[config.mk]
export PLATFORM = sky130hd
export DESIGN_NAME = neuron_mac_sigmoid
export DESIGN_NICKNAME = d
export VERILOG_FILES = /design/src/sv/nms_pkg.sv /design/src/sv/nms_mac.sv /design/src/sv/nms_sigmoid.sv /design/src/sv/nms_out_fifo.sv /design/src/sv/neuron_mac_sigmoid.sv
export SDC_FILE = /design/constraint.sdc
export NUM_CORES = 2
export LEC_CHECK = 0
export ABC_AREA = 1
export BUFFER_PORTS_ARGS = -buffer_cell sky130_fd_sc_hd__buf_2
export CAP_MARGIN = 20
export CELL_PAD_IN_SITES_DETAIL_PLACEMENT = 2
export CELL_PAD_IN_SITES_GLOBAL_PLACEMENT = 2
export CORE_UTILIZATION = 25
export CTS_CLUSTER_DIAMETER = 40
export DETAILED_ROUTE_END_ITERATION = 8
export GPL_TIMING_DRIVEN = 0
export PLACE_DENSITY = 0.51
export SYNTH_ARGS = -nofsm -noshare
export SYNTH_HDL_FRONTEND = slang
export SYNTH_SLANG_ARGS = --single-unit
[constraint.sdc]
create_clock -name i_clk -period 14 [get_ports i_clk]
set_input_delay 1.4 -clock i_clk [delete_from_list [all_inputs] [get_ports i_clk]]
set_output_delay 1.4 -clock i_clk [all_outputs]
set_load 0.05 [all_outputs]
[src/sv/nms_pkg.sv]
// Shared types, widths and constants of the neuron MAC and sigmoid block.
// Holds the sigmoid knot table and the structs that pass between the stages.
// No dependencies.
package nms_pkg;

    localparam int DEF_NUM_WEIGHTS = 16;

    localparam int IDX_W  = 4;
    localparam int VAL_W  = 16;
    localparam int PROD_W = 2 * VAL_W;
    localparam int ACC_W  = 40;
    localparam int SUM_W  = 24;
    localparam int ACT_W  = 16;

    localparam int S_TDATA_W = 24;
    localparam int M_TDATA_W = SUM_W + ACT_W;

    // Result queue depth; also the number of results that may be in flight.
    localparam int OUT_DEPTH = 8;

    // Command codes carried in the slave tuser.
    localparam logic CMD_LOAD   = 1'b0;
    localparam logic CMD_SAMPLE = 1'b1;

    // Fraction bits dropped when the Q.24 sum is rounded to Q.12.
    localparam int RND_SHIFT = 12;

    // Sigmoid value held for magnitudes of 8.0 and above.
    localparam logic [ACT_W-1:0] SIG_TOP = 16'd65514;

    typedef struct packed {
        logic                    valid;
        logic signed [ACC_W-1:0] acc;
    } t_fin;

    typedef struct packed {
        logic                    valid;
        logic signed [SUM_W-1:0] sum;
        logic [ACT_W-1:0]        act;
    } t_res;

    // Sigmoid knots at every 0.5 from 0 to 8, in unsigned Q0.16.
    function automatic logic [ACT_W-1:0] sig_knot(input logic [4:0] k);
        logic [ACT_W-1:0] v;
        case (k)
            5'd0:    v = 16'd32768;
            5'd1:    v = 16'd40793;
            5'd2:    v = 16'd47911;
            5'd3:    v = 16'd53581;
            5'd4:    v = 16'd57724;
            5'd5:    v = 16'd60565;
            5'd6:    v = 16'd62428;
            5'd7:    v = 16'd63615;
            5'd8:    v = 16'd64357;
            5'd9:    v = 16'd64816;
            5'd10:   v = 16'd65097;
            5'd11:   v = 16'd65269;
            5'd12:   v = 16'd65374;
            5'd13:   v = 16'd65438;
            5'd14:   v = 16'd65476;
            5'd15:   v = 16'd65500;
            default: v = SIG_TOP;
        endcase
        return v;
    endfunction

endpackage

[src/sv/nms_mac.sv]
// Weight table, multiplier and saturating accumulator of the neuron.
// Emits the accumulated Q.24 sum when a sample marked last has been added.
// Depends on nms_pkg.
module nms_mac import nms_pkg::*; #(
    parameter int NUM_WEIGHTS = DEF_NUM_WEIGHTS
) (
    input  logic                    i_clk,
    input  logic                    i_rst_n,
    input  logic                    i_valid,
    input  logic                    i_cmd,
    input  logic [IDX_W-1:0]        i_index,
    input  logic signed [VAL_W-1:0] i_value,
    input  logic                    i_last,
    output t_fin                    o_fin
);

    // Only entries that the index field can reach need storage.
    localparam int TBL_DEPTH = (NUM_WEIGHTS < (1 << IDX_W)) ? NUM_WEIGHTS : (1 << IDX_W);
    localparam int TBL_AW    = (TBL_DEPTH > 1) ? $clog2(TBL_DEPTH) : 1;

    localparam logic signed [ACC_W-1:0] ACC_MAX = {1'b0, {(ACC_W-1){1'b1}}};
    localparam logic signed [ACC_W-1:0] ACC_MIN = {1'b1, {(ACC_W-1){1'b0}}};

    logic                    r_s1_valid;
    logic                    r_s1_cmd;
    logic [IDX_W-1:0]        r_s1_index;
    logic signed [VAL_W-1:0] r_s1_value;
    logic                    r_s1_last;

    logic signed [VAL_W-1:0] r_table [TBL_DEPTH];

    logic                     r_s2_valid;
    logic                     r_s2_last;
    logic signed [PROD_W-1:0] r_prod;

    logic signed [ACC_W-1:0] r_acc;
    t_fin                    r_fin;

    logic                    s1_hit;
    logic signed [VAL_W-1:0] s1_weight;
    logic signed [PROD_W-1:0] n_prod;
    logic signed [ACC_W:0]   acc_wide;
    logic signed [ACC_W-1:0] n_acc_sat;

    assign s1_hit    = (32'(r_s1_index) < TBL_DEPTH);
    assign s1_weight = s1_hit ? r_table[r_s1_index[TBL_AW-1:0]] : '0;
    assign n_prod    = PROD_W'(s1_weight) * PROD_W'(r_s1_value);

    assign acc_wide = {r_acc[ACC_W-1], r_acc}
                    + {{(ACC_W+1-PROD_W){r_prod[PROD_W-1]}}, r_prod};

    always_comb begin
        if (acc_wide[ACC_W] != acc_wide[ACC_W-1]) begin
            n_acc_sat = acc_wide[ACC_W] ? ACC_MIN : ACC_MAX;
        end else begin
            n_acc_sat = acc_wide[ACC_W-1:0];
        end
    end

    always_ff @(posedge i_clk) begin
        if (!i_rst_n) begin
            r_s1_valid <= 1'b0;
            r_s2_valid <= 1'b0;
            r_acc      <= '0;
            r_fin      <= '0;
            for (int i = 0; i < TBL_DEPTH; i++) begin
                r_table[i] <= '0;
            end
        end else begin
            r_s1_valid <= i_valid;
            r_s1_cmd   <= i_cmd;
            r_s1_index <= i_index;
            r_s1_value <= i_value;
            r_s1_last  <= i_last;

            // Loads write here, so the very next sample sees the new weight.
            if (r_s1_valid && r_s1_cmd == CMD_LOAD && s1_hit) begin
                r_table[r_s1_index[TBL_AW-1:0]] <= r_s1_value;
            end

            r_s2_valid <= r_s1_valid && r_s1_cmd == CMD_SAMPLE;
            r_s2_last  <= r_s1_last;
            r_prod     <= n_prod;

            r_fin.valid <= r_s2_valid && r_s2_last;
            r_fin.acc   <= n_acc_sat;
            if (r_s2_valid) begin
                r_acc <= r_s2_last ? '0 : n_acc_sat;
            end
        end
    end

    assign o_fin = r_fin;

endmodule

[src/sv/nms_sigmoid.sv]
// Bias add, rounding to Q11.12 with saturation, and the interpolated sigmoid.
// Two register stages; one result per cycle.
// Depends on nms_pkg.
module nms_sigmoid import nms_pkg::*; (
    input  logic                    i_clk,
    input  logic                    i_rst_n,
    input  t_fin                    i_fin,
    input  logic signed [VAL_W-1:0] i_bias,
    output t_res                    o_res
);

    localparam int TOT_W   = ACC_W + 2;
    localparam int Q_W     = TOT_W - RND_SHIFT;
    localparam int SEG_SH  = 11;
    localparam int IP_W    = ACT_W + SEG_SH;
    localparam int MAG_TOP = 15;

    localparam logic signed [SUM_W-1:0] SUM_MAX = {1'b0, {(SUM_W-1){1'b1}}};
    localparam logic signed [SUM_W-1:0] SUM_MIN = {1'b1, {(SUM_W-1){1'b0}}};

    logic                    r_a_valid;
    logic signed [SUM_W-1:0] r_sum;
    t_res                    r_res;

    logic [TOT_W-1:0]        total;
    logic [Q_W-1:0]          q;
    logic signed [SUM_W-1:0] n_sum;

    logic [SUM_W-1:0]  mag;
    logic              big;
    logic [3:0]        seg;
    logic [SEG_SH-1:0] frac;
    logic [ACT_W-1:0]  k0;
    logic [ACT_W-1:0]  k1;
    logic [ACT_W-1:0]  diff;
    logic [IP_W-1:0]   ip;
    logic [ACT_W:0]    interp;
    logic [ACT_W-1:0]  pos;
    logic [ACT_W-1:0]  n_act;

    // Round half up: add half an LSB, then floor by dropping the low bits.
    assign total = {{2{i_fin.acc[ACC_W-1]}}, i_fin.acc}
                 + {{(TOT_W-VAL_W-RND_SHIFT){i_bias[VAL_W-1]}}, i_bias, {RND_SHIFT{1'b0}}}
                 + (TOT_W'(1) << (RND_SHIFT - 1));
    assign q = total[TOT_W-1:RND_SHIFT];

    always_comb begin
        if (q[Q_W-1:SUM_W-1] != {(Q_W-SUM_W+1){q[Q_W-1]}}) begin
            n_sum = q[Q_W-1] ? SUM_MIN : SUM_MAX;
        end else begin
            n_sum = q[SUM_W-1:0];
        end
    end

    // Sigmoid of the magnitude, mirrored around one half for negative sums.
    assign mag    = r_sum[SUM_W-1] ? (~r_sum + 1'b1) : r_sum;
    assign big    = |mag[SUM_W-1:MAG_TOP];
    assign seg    = mag[MAG_TOP-1:SEG_SH];
    assign frac   = mag[SEG_SH-1:0];
    assign k0     = sig_knot({1'b0, seg});
    assign k1     = sig_knot({1'b0, seg} + 5'd1);
    assign diff   = k1 - k0;
    assign ip     = IP_W'(diff) * IP_W'(frac);
    assign interp = (ACT_W+1)'(k0)
                  + (ACT_W+1)'((ip + (IP_W'(1) << (SEG_SH - 1))) >> SEG_SH);
    assign pos    = big ? SIG_TOP : interp[ACT_W-1:0];
    assign n_act  = r_sum[SUM_W-1] ? ACT_W'((17'h10000) - (ACT_W+1)'(pos)) : pos;

    always_ff @(posedge i_clk) begin
        if (!i_rst_n) begin
            r_a_valid   <= 1'b0;
            r_res.valid <= 1'b0;
        end else begin
            r_a_valid   <= i_fin.valid;
            r_sum       <= n_sum;
            r_res.valid <= r_a_valid;
            r_res.sum   <= r_sum;
            r_res.act   <= n_act;
        end
    end

    assign o_res = r_res;

endmodule

[src/sv/nms_out_fifo.sv]
// Small result queue in front of the master stream port.
// The writer keeps it from overflowing through its own credit count.
// Depends on nms_pkg.
module nms_out_fifo import nms_pkg::*; #(
    parameter int DEPTH = OUT_DEPTH,
    parameter int WIDTH = M_TDATA_W
) (
    input  logic             i_clk,
    input  logic             i_rst_n,
    input  logic             i_push,
    input  logic [WIDTH-1:0] i_data,
    input  logic             i_pop,
    output logic             o_valid,
    output logic [WIDTH-1:0] o_data
);

    localparam int AW = (DEPTH > 1) ? $clog2(DEPTH) : 1;
    localparam int CW = $clog2(DEPTH + 1);

    logic [WIDTH-1:0] r_mem [DEPTH];
    logic [AW-1:0]    r_wr_ptr;
    logic [AW-1:0]    r_rd_ptr;
    logic [CW-1:0]    r_count;
    logic             do_pop;

    assign do_pop  = i_pop && (r_count != '0);
    assign o_valid = (r_count != '0);
    assign o_data  = r_mem[r_rd_ptr];

    always_ff @(posedge i_clk) begin
        if (!i_rst_n) begin
            r_wr_ptr <= '0;
            r_rd_ptr <= '0;
            r_count  <= '0;
        end else begin
            if (i_push) begin
                r_mem[r_wr_ptr] <= i_data;
                r_wr_ptr <= (r_wr_ptr == AW'(DEPTH - 1)) ? '0 : r_wr_ptr + 1'b1;
            end
            if (do_pop) begin
                r_rd_ptr <= (r_rd_ptr == AW'(DEPTH - 1)) ? '0 : r_rd_ptr + 1'b1;
            end
            if (i_push && !do_pop) begin
                r_count <= r_count + 1'b1;
            end else if (!i_push && do_pop) begin
                r_count <= r_count - 1'b1;
            end
        end
    end

endmodule

[src/sv/neuron_mac_sigmoid.sv]
// Top level of a single fixed-point neuron: weighted sum, bias and sigmoid.
// Instantiates nms_mac, nms_sigmoid and nms_out_fifo; depends on nms_pkg.
//
// Usage: the slave stream carries one item per transfer. tuser selects the
// command: a load writes a signed Q3.12 weight into the table entry given by
// the index, and a sample multiplies its Q3.12 value by the weight at its
// index and adds the product into a saturating 40-bit accumulator. tlast on
// a sample closes the vector: the bias register is added, the sum is rounded
// to Q11.12 and saturated to 24 bits, and the sigmoid of it in Q0.16 comes
// out on the master stream as one transfer. The accumulator then restarts.
// Loads and samples that are not last give no output transfer.
// Throughput is one item per cycle while o_s_tready is high. The multiply
// and accumulate each take one register stage, so the accumulator loop
// closes through r_acc alone. A last sample passes the input, product,
// accumulate, round and saturate, sigmoid and queue stages to o_m_tvalid.
// The pipeline itself never stalls. A result queue of OUT_DEPTH entries sits
// in front of the master port, and o_s_tready drops only when OUT_DEPTH
// results are pending (in flight or queued), so a stalled receiver does not
// stop intake until the queue could fill. o_s_tready comes from a register
// compare, with no path from i_m_tready. Reset clears the weight table, the
// accumulator, the bias and the queue. The user must write the bias through
// i_cfg_we / i_cfg_wdata only while the block is idle; this is not enforced.
module neuron_mac_sigmoid import nms_pkg::*; #(
    parameter int NUM_WEIGHTS = DEF_NUM_WEIGHTS
) (
    input  logic                  i_clk,
    input  logic                  i_rst_n,
    // Slave stream.
    input  logic                  i_s_tvalid,
    output logic                  o_s_tready,
    input  logic [S_TDATA_W-1:0]  i_s_tdata,   // [3:0] index, [19:4] value, [23:20] zero
    input  logic                  i_s_tuser,   // [0] command
    input  logic                  i_s_tlast,   // last sample of the vector
    // Master stream.
    output logic                  o_m_tvalid,
    input  logic                  i_m_tready,
    output logic [M_TDATA_W-1:0]  o_m_tdata,   // [23:0] weighted_sum, [39:24] activation
    // Bias register write.
    input  logic                  i_cfg_we,
    input  logic [VAL_W-1:0]      i_cfg_wdata
);

    localparam int PEND_W = $clog2(OUT_DEPTH + 1);

    logic signed [VAL_W-1:0] r_bias_val;
    logic [PEND_W-1:0]       r_pending;

    logic s_accept;
    logic m_accept;
    logic res_start;
    t_fin fin;
    t_res res;

    assign s_accept  = i_s_tvalid && o_s_tready;
    assign m_accept  = o_m_tvalid && i_m_tready;
    assign res_start = s_accept && i_s_tuser == CMD_SAMPLE && i_s_tlast;

    // Credit count: results accepted at the input but not yet transferred out.
    assign o_s_tready = (r_pending < PEND_W'(OUT_DEPTH));

    always_ff @(posedge i_clk) begin
        if (!i_rst_n) begin
            r_bias_val <= '0;
            r_pending  <= '0;
        end else begin
            if (i_cfg_we) begin
                r_bias_val <= i_cfg_wdata;
            end
            if (res_start && !m_accept) begin
                r_pending <= r_pending + 1'b1;
            end else if (!res_start && m_accept) begin
                r_pending <= r_pending - 1'b1;
            end
        end
    end

    nms_mac #(
        .NUM_WEIGHTS (NUM_WEIGHTS)
    ) u_mac (
        .i_clk   (i_clk),
        .i_rst_n (i_rst_n),
        .i_valid (s_accept),
        .i_cmd   (i_s_tuser),
        .i_index (i_s_tdata[IDX_W-1:0]),
        .i_value (i_s_tdata[IDX_W+VAL_W-1:IDX_W]),
        .i_last  (i_s_tlast),
        .o_fin   (fin)
    );

    nms_sigmoid u_sigmoid (
        .i_clk   (i_clk),
        .i_rst_n (i_rst_n),
        .i_fin   (fin),
        .i_bias  (r_bias_val),
        .o_res   (res)
    );

    nms_out_fifo #(
        .DEPTH (OUT_DEPTH),
        .WIDTH (M_TDATA_W)
    ) u_out_fifo (
        .i_clk   (i_clk),
        .i_rst_n (i_rst_n),
        .i_push  (res.valid),
        .i_data  ({res.act, res.sum}),
        .i_pop   (i_m_tready),
        .o_valid (o_m_tvalid),
        .o_data  (o_m_tdata)
    );

`ifndef SYNTHESIS
    // The credit count never exceeds the queue depth.
    a_pending_bound: assert property (@(posedge i_clk) disable iff (!i_rst_n)
        r_pending <= PEND_W'(OUT_DEPTH))
        else $error("pending result count above queue depth");

    // A queued result is always covered by a credit.
    a_valid_has_credit: assert property (@(posedge i_clk) disable iff (!i_rst_n)
        o_m_tvalid |-> r_pending != '0)
        else $error("output valid without a pending result");

    // Accepting a last sample leaves at least one result pending.
    a_last_takes_credit: assert property (@(posedge i_clk) disable iff (!i_rst_n)
        res_start |=> r_pending != '0)
        else $error("last sample accepted without a pending result");

    // The bias register only changes through a configuration write.
    a_bias_write: assert property (@(posedge i_clk) disable iff (!i_rst_n)
        !$stable(r_bias_val) |-> $past(i_cfg_we))
        else $error("bias changed without a configuration write");
`endif

endmodule

**Word-level counts from Yosys, hierarchy flattened**

Memory sizes are Yosys's and may differ from the RTL's. A register that Yosys moved wholly into a read port is not among the register bits.
Cells that the tools add are included.

- $lt $le $gt $ge: 1
- Multipliers: 2
- Equality and inequality tests: 4
- Reductions and logical operators: 19
- Muxes and demuxes: 28
- Bitwise operators: 2
- Add/sub/neg operators: 15

Operators with widths:

| operator | count |
|---|---|
| 40-bit two-way mux | 3 |
| 24-bit two-way mux | 3 |
| 16-bit two-way mux | 4 |
| 42-bit by 12-bit adder with 42-bit output, second input constant | 1 |
| 40-bit by 28-bit adder with 41-bit output | 1 |
| 40-bit by 32-bit adder with 41-bit output | 1 |
| 16-bit by 16-bit multiplier with 32-bit output | 1 |
| 27-bit by 11-bit adder with 27-bit output, second input constant | 1 |
| 16-bit by 11-bit multiplier with 27-bit output | 1 |
| 24-bit by 1-bit adder with 24-bit output, second input constant | 1 |
| 4-bit two-way mux | 6 |
| 24-bit NOT | 1 |
| 16-bit adder | 1 |
| 16-bit OR reduction | 1 |
| 1-bit by 16-bit subtractor with 16-bit output, first input constant | 1 |
| 16-bit subtractor | 1 |
| 3-bit two-way mux | 4 |
| 1-bit logical AND | 11 |
| 9-bit OR reduction | 1 |
| 4-bit by 1-bit adder with 4-bit output, second input constant | 2 |
| 1-bit two-way mux | 8 |
| 4-bit by 1-bit subtractor with 4-bit output, second input constant | 2 |
| 3-bit by 1-bit adder with 3-bit output, second input constant | 2 |
| 3-bit equality test, second input constant | 2 |
| 8 further kinds | 11 |

- Bits in registers: 234
- ROM bits: 480
- Bits in writable memories: 576
- Memories: 4
- Output and inout bits: 42

Memories:

| memory | words | width | read ports | clocked after Yosys merged registers in | wr ports | RTL line | text |
|---|---|---|---|---|---|---|---|
| u_out_fifo.r_mem | 8 | 40 | 1 | 1 | 1 | nms_out_fifo.sv:20 | `logic [WIDTH-1:0] r_mem [DEPTH];` |
| u_mac.r_table | 16 | 16 | 1 | 1 | 16 | nms_mac.sv:30 | `logic signed [VAL_W-1:0] r_table [TBL_DEPTH];` |
| (no name shown) | 16 | 15 | 1 | 0 | 0 | nms_pkg.sv:45 | `case (k)` |
| (no name shown) | 16 | 15 | 1 | 0 | 0 | nms_pkg.sv:45 |  |

**Longest topological paths before layout**

An unclocked memory read counts as a cell.

- Depth in word-level cells: 13
- Mapped depth: 74
- Depth with buffers taken out: 73

**Hierarchy**

Synthesis repeated with hierarchy kept, for this count alone.

- Cell total of the unflattened synthesis: 6,186
- Area total of the unflattened synthesis: 55,642.1 um2

Modules (own cells, without submodules):

| module | cells an instance | times used | area each (um2) | seq. area each (um2) |
|---|---|---|---|---|
| nms_mac | 3,187 | 1 | 28,681.3 | 11,080.6 |
| nms_out_fifo | 1,155 | 1 | 13,394.1 | 9,869.5 |
| nms_sigmoid | 1,735 | 1 | 12,729.7 | 1,961.9 |
| neuron_mac_sigmoid | 109 | 1 | 837.1 | 400.4 |

**Worst setup path before layout**

Ideal clock, no wire load.

- Path type: flip-flop to flip-flop
- Start: register u_sigmoid.r_sum[0]
- End: register u_sigmoid.r_res, in the netlist u_sigmoid.o_res[15], data pin
- Slack: 2.963 ns
- Data required time: 13.751 ns
- Arrival time: 10.788 ns
- Clock period less this slack: 11.037 ns
- Stages on the path, launching flop included: 74
- Cell sequence: edfxtp_1 > inv_1 > clkbuf_1 > ha_1 > nand2_1 > nor2_2 > nand3_1 > o31ai_1 > xnor2_1 > ha_1 > inv_1 > ha_1 > inv_1 > clkbuf_1 > nand2_1 > o22ai_1 > nand2_1 > ha_1 > [38 not listed] > xor2_1 > inv_1 > ha_1 > inv_1 > nor4_1 > nand3_1 > nand2_1 > xor2_1 > inv_1 > nand2_1 > nor2_1 > nand2_1 > nor2_1 > nand2_1 > nand2_1 > nand2_1 > nand2_1 > inv_1

- Cells in the longest elaborated chain, start to end: 13
- Elaborated cells on any way between the ends: 15

RTL lines:

| element | RTL line | text |
|---|---|---|
| start: declaration | nms_sigmoid.sv:22 | `logic signed [SUM_W-1:0] r_sum;` |
| start signal: assignment | nms_sigmoid.sv:75 | `r_sum <= n_sum;` |
| 24-bit NOT | nms_sigmoid.sv:56 | `assign mag = r_sum[SUM_W-1] ? (~r_sum + 1'b1) : r_sum;` |
| 24-bit by 1-bit adder with 24-bit output | nms_sigmoid.sv:56 |  |
| 24-bit two-way mux * | nms_sigmoid.sv:56 |  |
| 4-bit by 1-bit adder with 5-bit output | nms_sigmoid.sv:61 | `assign k1 = sig_knot({1'b0, seg} + 5'd1);` |
| memory read 16 x 15 bit | n/a |  |
| 16-bit two-way mux | nms_pkg.sv:45 |  |
| 16-bit subtractor | nms_sigmoid.sv:62 | `assign diff = k1 - k0;` |
| 16-bit by 11-bit multiplier with 27-bit output | nms_sigmoid.sv:63 | `assign ip = IP_W'(diff) * IP_W'(frac);` |
| 27-bit by 11-bit adder with 27-bit output | nms_sigmoid.sv:65 | `+ (ACT_W+1)'((ip + (IP_W'(1) << (SEG_SH - 1))) >> SEG_SH);` |
| 16-bit adder | nms_sigmoid.sv:65 |  |
| 16-bit two-way mux * | nms_sigmoid.sv:66 | `assign pos = big ? SIG_TOP : interp[ACT_W-1:0];` |
| 1-bit by 16-bit subtractor with 16-bit output | nms_sigmoid.sv:67 | `assign n_act = r_sum[SUM_W-1] ? ACT_W'((17'h10000) - (ACT_W+1)'(pos)) : pos;` |
| 16-bit two-way mux * | nms_sigmoid.sv:67 |  |
| via u_sigmoid.n_act[15] | nms_sigmoid.sv:39 | `logic [ACT_W-1:0] n_act;` |
| end: declaration | nms_sigmoid.sv:23 | `t_res r_res;` |

The timed path passes the listed nets; every way through them passes the cells marked *.
A chain may end at the register's enable or synchronous reset.

**Worst setup path in the final report**

Same ends and word-level chain as after synthesis.

==> out/metrics.yaml <==
grt_antenna_before_repair: 8
io_pins: 89
grt_pass1_vias: 47200
avgSynthCellArea_um2: 9.19
die-area_um2: 221000
gp_congestion: 0.800
required_ps: 14510
slew_headroom_pct: 22.0
critPathKind: "flip-flop to flip-flop"
stdcell_area_um2: 65400
drc: 0
rows: 171
overflow: 0
num-nets-final: 6946
max_freq_mhz: 76.3
drt_iter0_drc: 1755
status: "finished, final reports clean"
worstPathArrival_ps: 13610
start_util_pct: 25.2
syn-cell-area_um2: 54700
synth_top_cell_by_area: "edfxtp_1"
ys_seq_area_share_pct: 42.2
syn_to_final_growth_pct: 19.6
clk_pin_slew_ps: 50
path_common_cell: "nand2_1"
die_x_um: 470
rsz0062_at_grt: "no"
worst-path-max-fanout: 10
yosysTopAreaCellShare_pct: 38.2
syn_nets: 6664
critPathLaunchType: "flip-flop"
root_buffer: "clkbuf_16"
core-area_um2: 217000
dp_hpwl_mm: 164
cts_max_path_buffers: 3
period_share_pct: 93.6
syn_inst: 5952
maxSlewViolCount: 0
drive_gt1_share_pct: 7.67
first_pass_iters: 7
track_usage_pct: 18.8
synth_edf_count: 695
port_buffers: 84
setup_viol: 0
hold_slack_ps: 414
finalHoldViolations: 0
tightestPinTransition_ps: 1170
worstSetupEndpointType: "flip-flop"
ys_warn_count: 0
htreeDepth: 4
placed_area_um2: 59200
drt-total-wl_mm: 208
synth_ff_type: "edfxtp_1"
cts_tree: "built"
clkSinkCount: 806
cp_slowest_stage_delay_ps: 550
synthTopCellsByArea: "edfxtp_1 (38%), fa_1 (14%), nor2_1 (7.1%), nand2_1 (6.8%), ha_1 (6.2%)"
post_drt_wl_per_cell_um: 22.6
cts_buffers: 162
hp-class: "flip-flop to flip-flop"
vias_per_cell: 4.65
grt_max_degree: 79
ys_async_sr_fraction_pct: 0
slowest_stage: "fa_1"
ys_ff_latch: 806
final_core_util_pct: 30.1
insertion_delay_ps: 810
skew_ps: 67.9
yosys.cell_types.count: 59
die_h_um: 470
cap_violations: 0
fin_crit_ps: 13110
grt_pass1_wl_mm: 310
drtAntennaViolNets: 0
num_vias: 42900
## kinds of logic (layout without fill, tap and decap cells)
group / after synthesis / after routing / synth area share (%)
AND/OR/NAND/NOR: 2327 / 2327 / 17.1
buffers and inverters: 1075 / 1495 / 7.43
AO/OA/AOI/OAI: 853 / 853 / 8.83
flip-flops: 806 / 806 / 42.2
adder cells (fa/ha/maj): 665 / 665 / 20.6
XOR/XNOR: 162 / 162 / 2.61
multiplexers: 64 / 64 / 1.17
other: 0 / 6 / 0
## worst paths after layout
kind	startpoint	endpoint	slack, ps	depth (start not counted)
worst max-delay path	u_sigmoid.r_sum[0]	u_sigmoid.o_res[15]	890	71
worst min register to register	u_sigmoid.r_a_valid	u_sigmoid.o_res[40]	410	2
worst min-delay path	u_sigmoid.r_a_valid	u_sigmoid.o_res[40]	410	2
worst max register to register	u_sigmoid.r_sum[0]	u_sigmoid.o_res[15]	890	71
## through the flow
step,worst slack (ps),cells,setup TNS (ps)
after global placement,-2530,8890,-16250
final,893,9232,0
after detailed placement,-1520,8912,-5900
after CTS,17.2,9219,0
after global routing,6.79,9227,0
after floorplan,2960,5952,0
## synth_stat cells (23+ instances only)
cell	count
a21oi_1	216
a31oi_1	59
buf_1	25
clkbuf_1	174
clkinv_1	23
dfxtp_1	111
edfxtp_1	695
fa_1	392
ha_1	273
inv_1	836
mux2i_1	64
nand2_1	993
nand3_1	125
nand4_1	62
nor2_1	1037
nor3_1	36
o211ai_1	73
o21ai_0	377
o22ai_1	44
xnor2_1	47
xor2_1	114
## registers in the layout, indices dropped and copies added, names as in the netlist, 4 cells and up, named ones only
signal / cells
u_out_fifo.r_mem: 320
u_mac.r_s1_index: 4
u_mac.r_table: 256
u_out_fifo.r_count: 4
u_mac.r_acc: 40
u_sigmoid.o_res: 41
u_mac.o_fin: 30
u_mac.r_prod: 32
u_mac.r_s1_value: 16
u_sigmoid.r_sum: 24
r_bias_val: 16
r_pending: 4
## worst max-delay path: cells and delay by family (launching register included)
family	cells	cell delay, ps
compound gates	9	1700
buf+inv	18	1850
xor+xnor	5	1050
simple gates	27	2830
flops	1	510
fa+ha+maj	12	4830
## cell usage in the layout (no fill, tap or decap), types with 162 or more instances in the layout
| cell | instances |
|---|---|
| nor2_1 | 1029 |
| nand2_1 | 991 |
| inv_1 | 834 |
| edfxtp_1 | 695 |
| fa_1 | 392 |
| o21ai_0 | 375 |
| ha_1 | 273 |
| a21oi_1 | 215 |
| clkbuf_1 | 185 |
| clkbuf_16 | 162 |
## timing repair
| item | 4_1_cts | 5_1_grt |
|---|---|---|
| setup buffers | 5 | 5 |
| endpoints found under the setup margin | 8 | 5 |
| gates resized for setup | 20 | 19 |
| pin swaps | 2 | 3 |
| hold buffers | 0 | 0 |
## layer usage
layer	GRT usage, %	part of all wire (%)	up-vias
li1	-	-	20100
met1	26.1	48	22100
met2	31.1	47	531
met3	2.21	2.7	235
met4	4.47	2.2	0
met5	0	0	-
## area by class of cell
class | instances | area (um2)
Antenna cell | 6 | 15.0
Clock buffer | 185 | 4210
Sequential cell | 806 | 23100
Fill cell | 24100 | 152000
Clock inverter | 117 | 1720
Timing Repair Buffer | 118 | 980
Multi-Input combinational cell | 4071 | 27800
Inverter | 865 | 3250
Buffer | 210 | 826
Tap cell | 2854 | 3570
Power is left out: the tool's default activity adds up to more than one toggle a clock period on the data nets, which glitch-free logic cannot reach.
